### src/hdl/rbd_pkg.sv
// Shared types and field widths for the running balance drawdown tracker.
`default_nettype none

package rbd_pkg;

	localparam int CHANGE_W  = 10;
	localparam int BALANCE_W = 48;
	localparam int HIGHEST_W = 47;
	localparam int DROP_W    = 48;
	localparam int STEP_W    = 32;
	// width used to extend internal values before trimming to a field
	localparam int WIDE_W    = 64;

	typedef struct packed {
		logic signed [CHANGE_W-1:0] change;
	} rbd_item_t;

	typedef struct packed {
		logic signed [BALANCE_W-1:0] balance;
		logic signed [BALANCE_W-1:0] lowest;
		logic [STEP_W-1:0]           lowest_step;
		logic [HIGHEST_W-1:0]        highest;
		logic [STEP_W-1:0]           highest_step;
		logic [DROP_W-1:0]           worst_drop;
		logic [STEP_W-1:0]           drop_start;
		logic [STEP_W-1:0]           drop_end;
		logic [STEP_W-1:0]           step_number;
	} rbd_result_t;

endpackage

`default_nettype wire

### src/hdl/rbd_track.sv
// Tracker state registers and the combinational next-state datapath.
`default_nettype none

module rbd_track
	import rbd_pkg::*;
#(
	parameter int STEP_BITS    = 32,
	parameter int BALANCE_BITS = 48
) (
	input  wire logic                       clk,
	input  wire logic                       arst_n,
	input  wire logic                       advance,
	input  wire logic signed [CHANGE_W-1:0] change,
	output rbd_result_t                     next_res
);

	localparam logic [STEP_BITS-1:0] STEP_MAX = {STEP_BITS{1'b1}};
	localparam logic signed [BALANCE_BITS-1:0] BAL_MAX = {1'b0, {(BALANCE_BITS-1){1'b1}}};
	localparam logic signed [BALANCE_BITS-1:0] BAL_MIN = {1'b1, {(BALANCE_BITS-1){1'b0}}};

	logic signed [BALANCE_BITS-1:0] total_q, min_q, max_q;
	logic [BALANCE_BITS-1:0]        drop_q;
	logic [STEP_BITS-1:0]           step_q, min_step_q, max_step_q, drop_from_q, drop_to_q;

	logic [STEP_BITS-1:0]           step_nx, min_step_nx, max_step_nx, drop_from_nx, drop_to_nx;
	logic signed [BALANCE_BITS:0]   sum;
	logic signed [BALANCE_BITS-1:0] total_nx, min_nx, max_nx, diff;
	logic [BALANCE_BITS-1:0]        loss, drop_nx;
	logic                           new_min, new_max, take_drop;

	logic signed [WIDE_W-1:0] total_w, min_w;
	logic [WIDE_W-1:0]        max_w, drop_w;
	logic [WIDE_W-1:0]        step_w, min_step_w, max_step_w, from_w, to_w;

	always_comb begin
		step_nx = (step_q == STEP_MAX) ? step_q : step_q + 1'b1;

		// add with one guard bit, clamp on overflow
		sum = (BALANCE_BITS+1)'(total_q) + (BALANCE_BITS+1)'(change);
		if (sum[BALANCE_BITS] != sum[BALANCE_BITS-1]) begin
			total_nx = sum[BALANCE_BITS] ? BAL_MIN : BAL_MAX;
		end else begin
			total_nx = sum[BALANCE_BITS-1:0];
		end

		new_min     = total_nx < min_q;
		min_nx      = new_min ? total_nx : min_q;
		min_step_nx = new_min ? step_nx : min_step_q;

		new_max     = total_nx > max_q;
		max_nx      = new_max ? total_nx : max_q;
		max_step_nx = new_max ? step_nx : max_step_q;

		// fall from the peak; zero when this step sets a new peak
		diff = max_q - total_nx;
		loss = new_max ? '0 : diff;

		take_drop = (loss > drop_q) ||
			((loss == drop_q) &&
			 ((max_step_nx < drop_from_q) ||
			  ((max_step_nx == drop_from_q) && (step_nx < drop_to_q))));
		drop_nx      = take_drop ? loss : drop_q;
		drop_from_nx = take_drop ? max_step_nx : drop_from_q;
		drop_to_nx   = take_drop ? step_nx : drop_to_q;
	end

	always_ff @(posedge clk or negedge arst_n) begin
		if (!arst_n) begin
			step_q      <= '0;
			total_q     <= '0;
			min_q       <= '0;
			min_step_q  <= '0;
			max_q       <= '0;
			max_step_q  <= '0;
			drop_q      <= '0;
			drop_from_q <= '0;
			drop_to_q   <= '0;
		end else if (advance) begin
			step_q      <= step_nx;
			total_q     <= total_nx;
			min_q       <= min_nx;
			min_step_q  <= min_step_nx;
			max_q       <= max_nx;
			max_step_q  <= max_step_nx;
			drop_q      <= drop_nx;
			drop_from_q <= drop_from_nx;
			drop_to_q   <= drop_to_nx;
		end
	end

	// extend to a common width, then trim to the result fields
	always_comb begin
		total_w    = WIDE_W'(total_nx);
		min_w      = WIDE_W'(min_nx);
		max_w      = WIDE_W'($unsigned(max_nx));
		drop_w     = WIDE_W'(drop_nx);
		step_w     = WIDE_W'(step_nx);
		min_step_w = WIDE_W'(min_step_nx);
		max_step_w = WIDE_W'(max_step_nx);
		from_w     = WIDE_W'(drop_from_nx);
		to_w       = WIDE_W'(drop_to_nx);

		next_res.balance      = total_w[BALANCE_W-1:0];
		next_res.lowest       = min_w[BALANCE_W-1:0];
		next_res.lowest_step  = min_step_w[STEP_W-1:0];
		next_res.highest      = max_w[HIGHEST_W-1:0];
		next_res.highest_step = max_step_w[STEP_W-1:0];
		next_res.worst_drop   = drop_w[DROP_W-1:0];
		next_res.drop_start   = from_w[STEP_W-1:0];
		next_res.drop_end     = to_w[STEP_W-1:0];
		next_res.step_number  = step_w[STEP_W-1:0];
	end

endmodule

`default_nettype wire

### config.mk
export PLATFORM = sky130hd
export DESIGN_NAME = rbd_track
export DESIGN_NICKNAME = d
export VERILOG_FILES = /design/src/hdl/rbd_pkg.sv /design/src/hdl/rbd_track.sv
export SDC_FILE = /design/constraint.sdc
export NUM_CORES = 1
export LEC_CHECK = 0
export CAP_MARGIN = 20
export CORE_MARGIN = 2
export CORE_UTILIZATION = 50
export DETAILED_ROUTE_END_ITERATION = 7
export DONT_BUFFER_PORTS = 1
export PLACE_DENSITY = 0.71
export REMOVE_ABC_BUFFERS = 1
export SLEW_MARGIN = 20
export SYNTH_ARGS = -nofsm -noshare
export SYNTH_HDL_FRONTEND = slang
export SYNTH_SLANG_ARGS = --single-unit
### constraint.sdc
create_clock -name clk -period 21.3 [get_ports clk]
set_clock_uncertainty 0.1 [all_clocks]
set_input_delay 1.065 -clock clk [delete_from_list [all_inputs] [get_ports clk]]
set_output_delay 1.065 -clock clk [all_outputs]
set_load 0.005 [all_outputs]
Word level (Yosys, flattened, before mapping):

Cells that the tools add are included.

* register bits: 352
* input bits: 13

* $add $sub $neg: 3
* $lt $le $gt $ge: 5
* equality and inequality tests: 4
* muxes and demuxes: 11
* reductions and logical operators: 5

Operator list (count)
* $mux W48: 5
* $mux W32: 5
* $gt A48 B48 Y1: 2
* $lt A32 B32 Y1: 2
* $add A48 B10 Y49: 1
* $eq A48 B48 Y1: 1
* $lt A48 B48 Y1: 1
* $sub A48 B48 Y48: 1
* $mux W47: 1
* $add A32 B1 Y32 const B: 1
* $eq A32 B32 Y1: 1
* $eq A32 B32 Y1 const B: 1
* $logic_and A1 B1 Y1: 2
* $logic_or A1 B1 Y1: 2
* $reduce_and A2 Y1: 1
* $ne A1 B1 Y1: 1

Depth between registers and ports, before layout:

* depth after elaboration: 11
* gate-level depth with buffers: 41

Worst setup path before layout:

OpenSTA, ideal clock, no wires.

* path kind: input-to-output
* start point: input change[9]
* end point: output next_res[141] (netlist name)
* arrival: 9.682 ns
* data required time: 20.135 ns
* slack: 10.453 ns
* stages on the path: 37
* path through: ha_1 -> clkbuf_1 -> and3_1 -> nand2b_1 -> or4_1 -> a21oi_1 -> o21ai_1 -> a21oi_1 -> o21ai_0 -> a32oi_1 -> xnor2_1 -> ha_1 -> clkbuf_1 -> buf_1 -> buf_1 -> a21oi_1 -> ha_1 -> fa_1 -> nor2b_1 -> o2111a_1 -> o2111ai_1 -> a31o_2 -> o311ai_1 -> nand2_1 -> buf_2 -> mux2_4 -> ha_1 -> and4_1 -> nand4_1 -> nor3_1 -> a221oi_1 -> nand2_1 -> nor4b_1 -> nor4_4 -> nor2_2 -> buf_2 -> mux2_2

RTL lines
* start: declaration: RTL line rbd_track.sv:13 `input wire logic signed [CHANGE_W-1:0] change,`
* end: declaration: RTL line rbd_track.sv:14 `output rbd_result_t next_res`

==> metrics.yaml <==
nets: 3258
route.detailed.drc: 0
rows: 85
detailedRoute.firstPassIterationCount: 6
drt_iter0_drc: 1925
diodes: 0
grt.overflow.total: 0
syn-cell-area_um2: 27500
core-area_um2: 54100
final_hold_viol_count: 0
die_y_um: 239
cts_resized: 0
syn2layout_area_growth_pct: 6.83
crit_top_cell: "buf_4"
highest_layer: "met4"
cts_buffers: 43
grt_max_degree: 353
cts_tree: "built"
place.gp.congestion: 0.950
setup-violations-final: 0
cp-end-kind: "output port"
ys_ff_latch: 352
maxSlewViolCount: 0
max_stage_delay_ns: 0.74
cts.sink_count: 352
yosys-top-cells-area: "dfrtp_1 32%, ha_1 12%, mux2_1 5.8%"
drv_cap: 0
numPortBuffers: 0
ant_nets: 0
ios: 364
synth_area_per_cell_um2: 8.96
wl_met3_um: 6330
synth_largest_area_cell: "dfrtp_1"
fin_crit_ns: 15.30
clkSlewWorstSetupHoldPaths_ns: 0.06
rsz0062_at_grt: "no"
dp_hpwl_um: 66500
cts_buffer_depth: 3
hold_class: "primary input to asynchronous set/reset pin"
synthFlopType: "dfrtp_1"
crit_type: "primary input to output port"
fp.dieArea_um2: 56900
async_reset_ff_frac: 1.00
start_util: 0.508
die_w_um: 239
met2_length_um: 41100
worst_pin_slew_ns: 1.11
wl_met1_um: 37500
worstPathMaxFanout: 72
critPathRequiredTime_ns: 20.14
fillers: 4916
synth_cells: 3068
grt_pass1_vias: 22836
outcome: "completed"
antenna_found_initial: 0
period_share: 0.718
grt_first_pass_wirelength_um: 137000
wl_per_cell_um: 23.9
synth-edff-count: 0
ys_warn_count: 0
cpMaxStageDelayCell: "o41ai_1"
fin_setup_tns_ns: 0
drive_above_1_share: 0.0941
clock_latency_ns: 0.60
fmax_mhz: 65.4
cts-hold-fix-buffers: 0
crit_arrival_ns: 14.13
vias_per_cell: 6.29
synth_top_area_frac: 0.320
relSlewSlack: 0.251
seq_area_frac_synth: 0.320
wirelength_um: 88700
cp-start-kind: "primary input"
synthDistinctLibCells: 86
track_usage: 0.307
clock-root-buffer: "clkbuf_16"
num_vias: 23369
cts_setup_buffers: 0
htreeDepth: 2
-- flip-flops by register name, summed over array words and instances, names as in the netlist --
| name | count |
|---|---|
| max_step_q | 32 |
| drop_from_q | 32 |
| drop_q | 48 |
| total_q | 48 |
| max_q | 48 |
| min_step_q | 32 |
| drop_to_q | 32 |
| step_q | 32 |
| min_q | 48 |
-- cells in the mapped netlist (all sizes together) (4+ instances only) --
cell,count
or3,11
a221oi,5
nor2,251
clkbuf,79
o41ai,6
or4,4
a31oi,17
a31o,7
and3,32
dfrtp,352
a2111oi,11
o22ai,4
mux2,275
a21boi,8
mux2i,109
o21ai,221
nand3,136
nor4,15
nor4b,4
nor3,42
o21a,30
nor2b,16
and2,14
inv,252
o21bai,15
xor2,41
a21o,61
xnor2,82
a21oi,290
nand3b,4
a211oi,32
and4,7
nand4,50
nand2,154
ha,257
or2,6
o31ai,13
o211ai,19
buf,79
o2111ai,4
nand2b,13
-- layout make-up --
cell class / count / area [µm²] / share of cell area
multi-input combinational: 2306 / 17000 / 0.580
sequential: 352 / 8810 / 0.300
clock buffer: 58 / 1190 / 0.0406
inverter: 252 / 946 / 0.0322
tap: 696 / 871 / 0.0296
clock inverter: 20 / 292 / 0.00992
timing repair buffer: 31 / 233 / 0.00792
-- placed cells by master, fill, tap and decap left out, drive strengths merged, types with 6 or more instances in the layout --
cell / instances
a2111oi: 11
xor2: 41
clkbuf: 58
nor3: 42
nand3: 136
o31ai: 13
a21boi: 8
a211oi: 32
nand4: 50
nor4: 15
o21ai: 221
dfrtp: 352
xnor2: 82
o21a: 30
nand2: 154
inv: 255
a31o: 7
mux2: 275
a31oi: 17
o21bai: 15
clkinv: 8
nor2b: 16
and3: 32
buf: 31
o41ai: 6
nand2b: 13
or3: 11
a21o: 61
o211ai: 19
mux2i: 109
and4: 7
ha: 257
nor2: 251
or2: 6
bufinv: 6
a21oi: 290
and2: 14
-- kinds of logic (layout without fill, tap and decap cells) --
| group | Yosys count | count (layout) | share of synthesized area |
|---|---|---|---|
| AO/OA/AOI/OAI | 776 | 776 | 0.168 |
| AND/OR/NAND/NOR | 764 | 764 | 0.135 |
| buffers and inverters | 410 | 361 | 0.0626 |
| multiplexers | 384 | 384 | 0.155 |
| flip-flops | 352 | 352 | 0.320 |
| adder cells (fa/ha/maj) | 259 | 259 | 0.118 |
| XOR/XNOR | 123 | 123 | 0.0414 |
-- critical path: cells and delay by family --
kind	cells	cell delay, ns
buffers and inverters	5	2.27
AND/OR/NAND/NOR	13	4.31
AO/OA/AOI/OAI	12	4.21
multiplexers	1	0.43
XOR/XNOR	1	0.13
adder cells (fa/ha/maj)	4	1.59
-- final timing paths --
path	cells after the start	from	endpoint	slack (ns)
worst max-delay path	36	change[9]	next_res[142]	6.00
worst min-delay path	0	arst_n	drop_from_q[27]	0.07
worst max register to register	37	total_q[23]	drop_from_q[31]	7.78
worst min register to register	1	drop_to_q[13]	drop_to_q[13]	0.38
max in group asynchronous	0	arst_n	total_q[11]	20.51
min in group clk	1	drop_to_q[13]	drop_to_q[13]	0.38
-- metal layers --
metal	vias to the layer above	GRT usage
met5	-	0
met4	0	0.123
met3	179	0.0594
met2	872	0.501
met1	11501	0.401
li1	10817	-
-- metrics by stage --
stage	utilization	area, µm²	std cells	setup WS [ns]	hold WS [ns]
after global placement	0.515	27900	3637	6.45	0.364
after global routing	0.543	29400	3715	5.31	0.0450
after floorplan	-	26700	2910	3.67	0.354
after detailed placement	0.515	27900	3637	6.10	0.375
after CTS	0.543	29400	3715	6.02	0.0496
final	0.543	29400	3715	6.00	0.0700
Power is not shown: default switching activity piles up to over one toggle a cycle in this logic, so the estimate is an artifact.
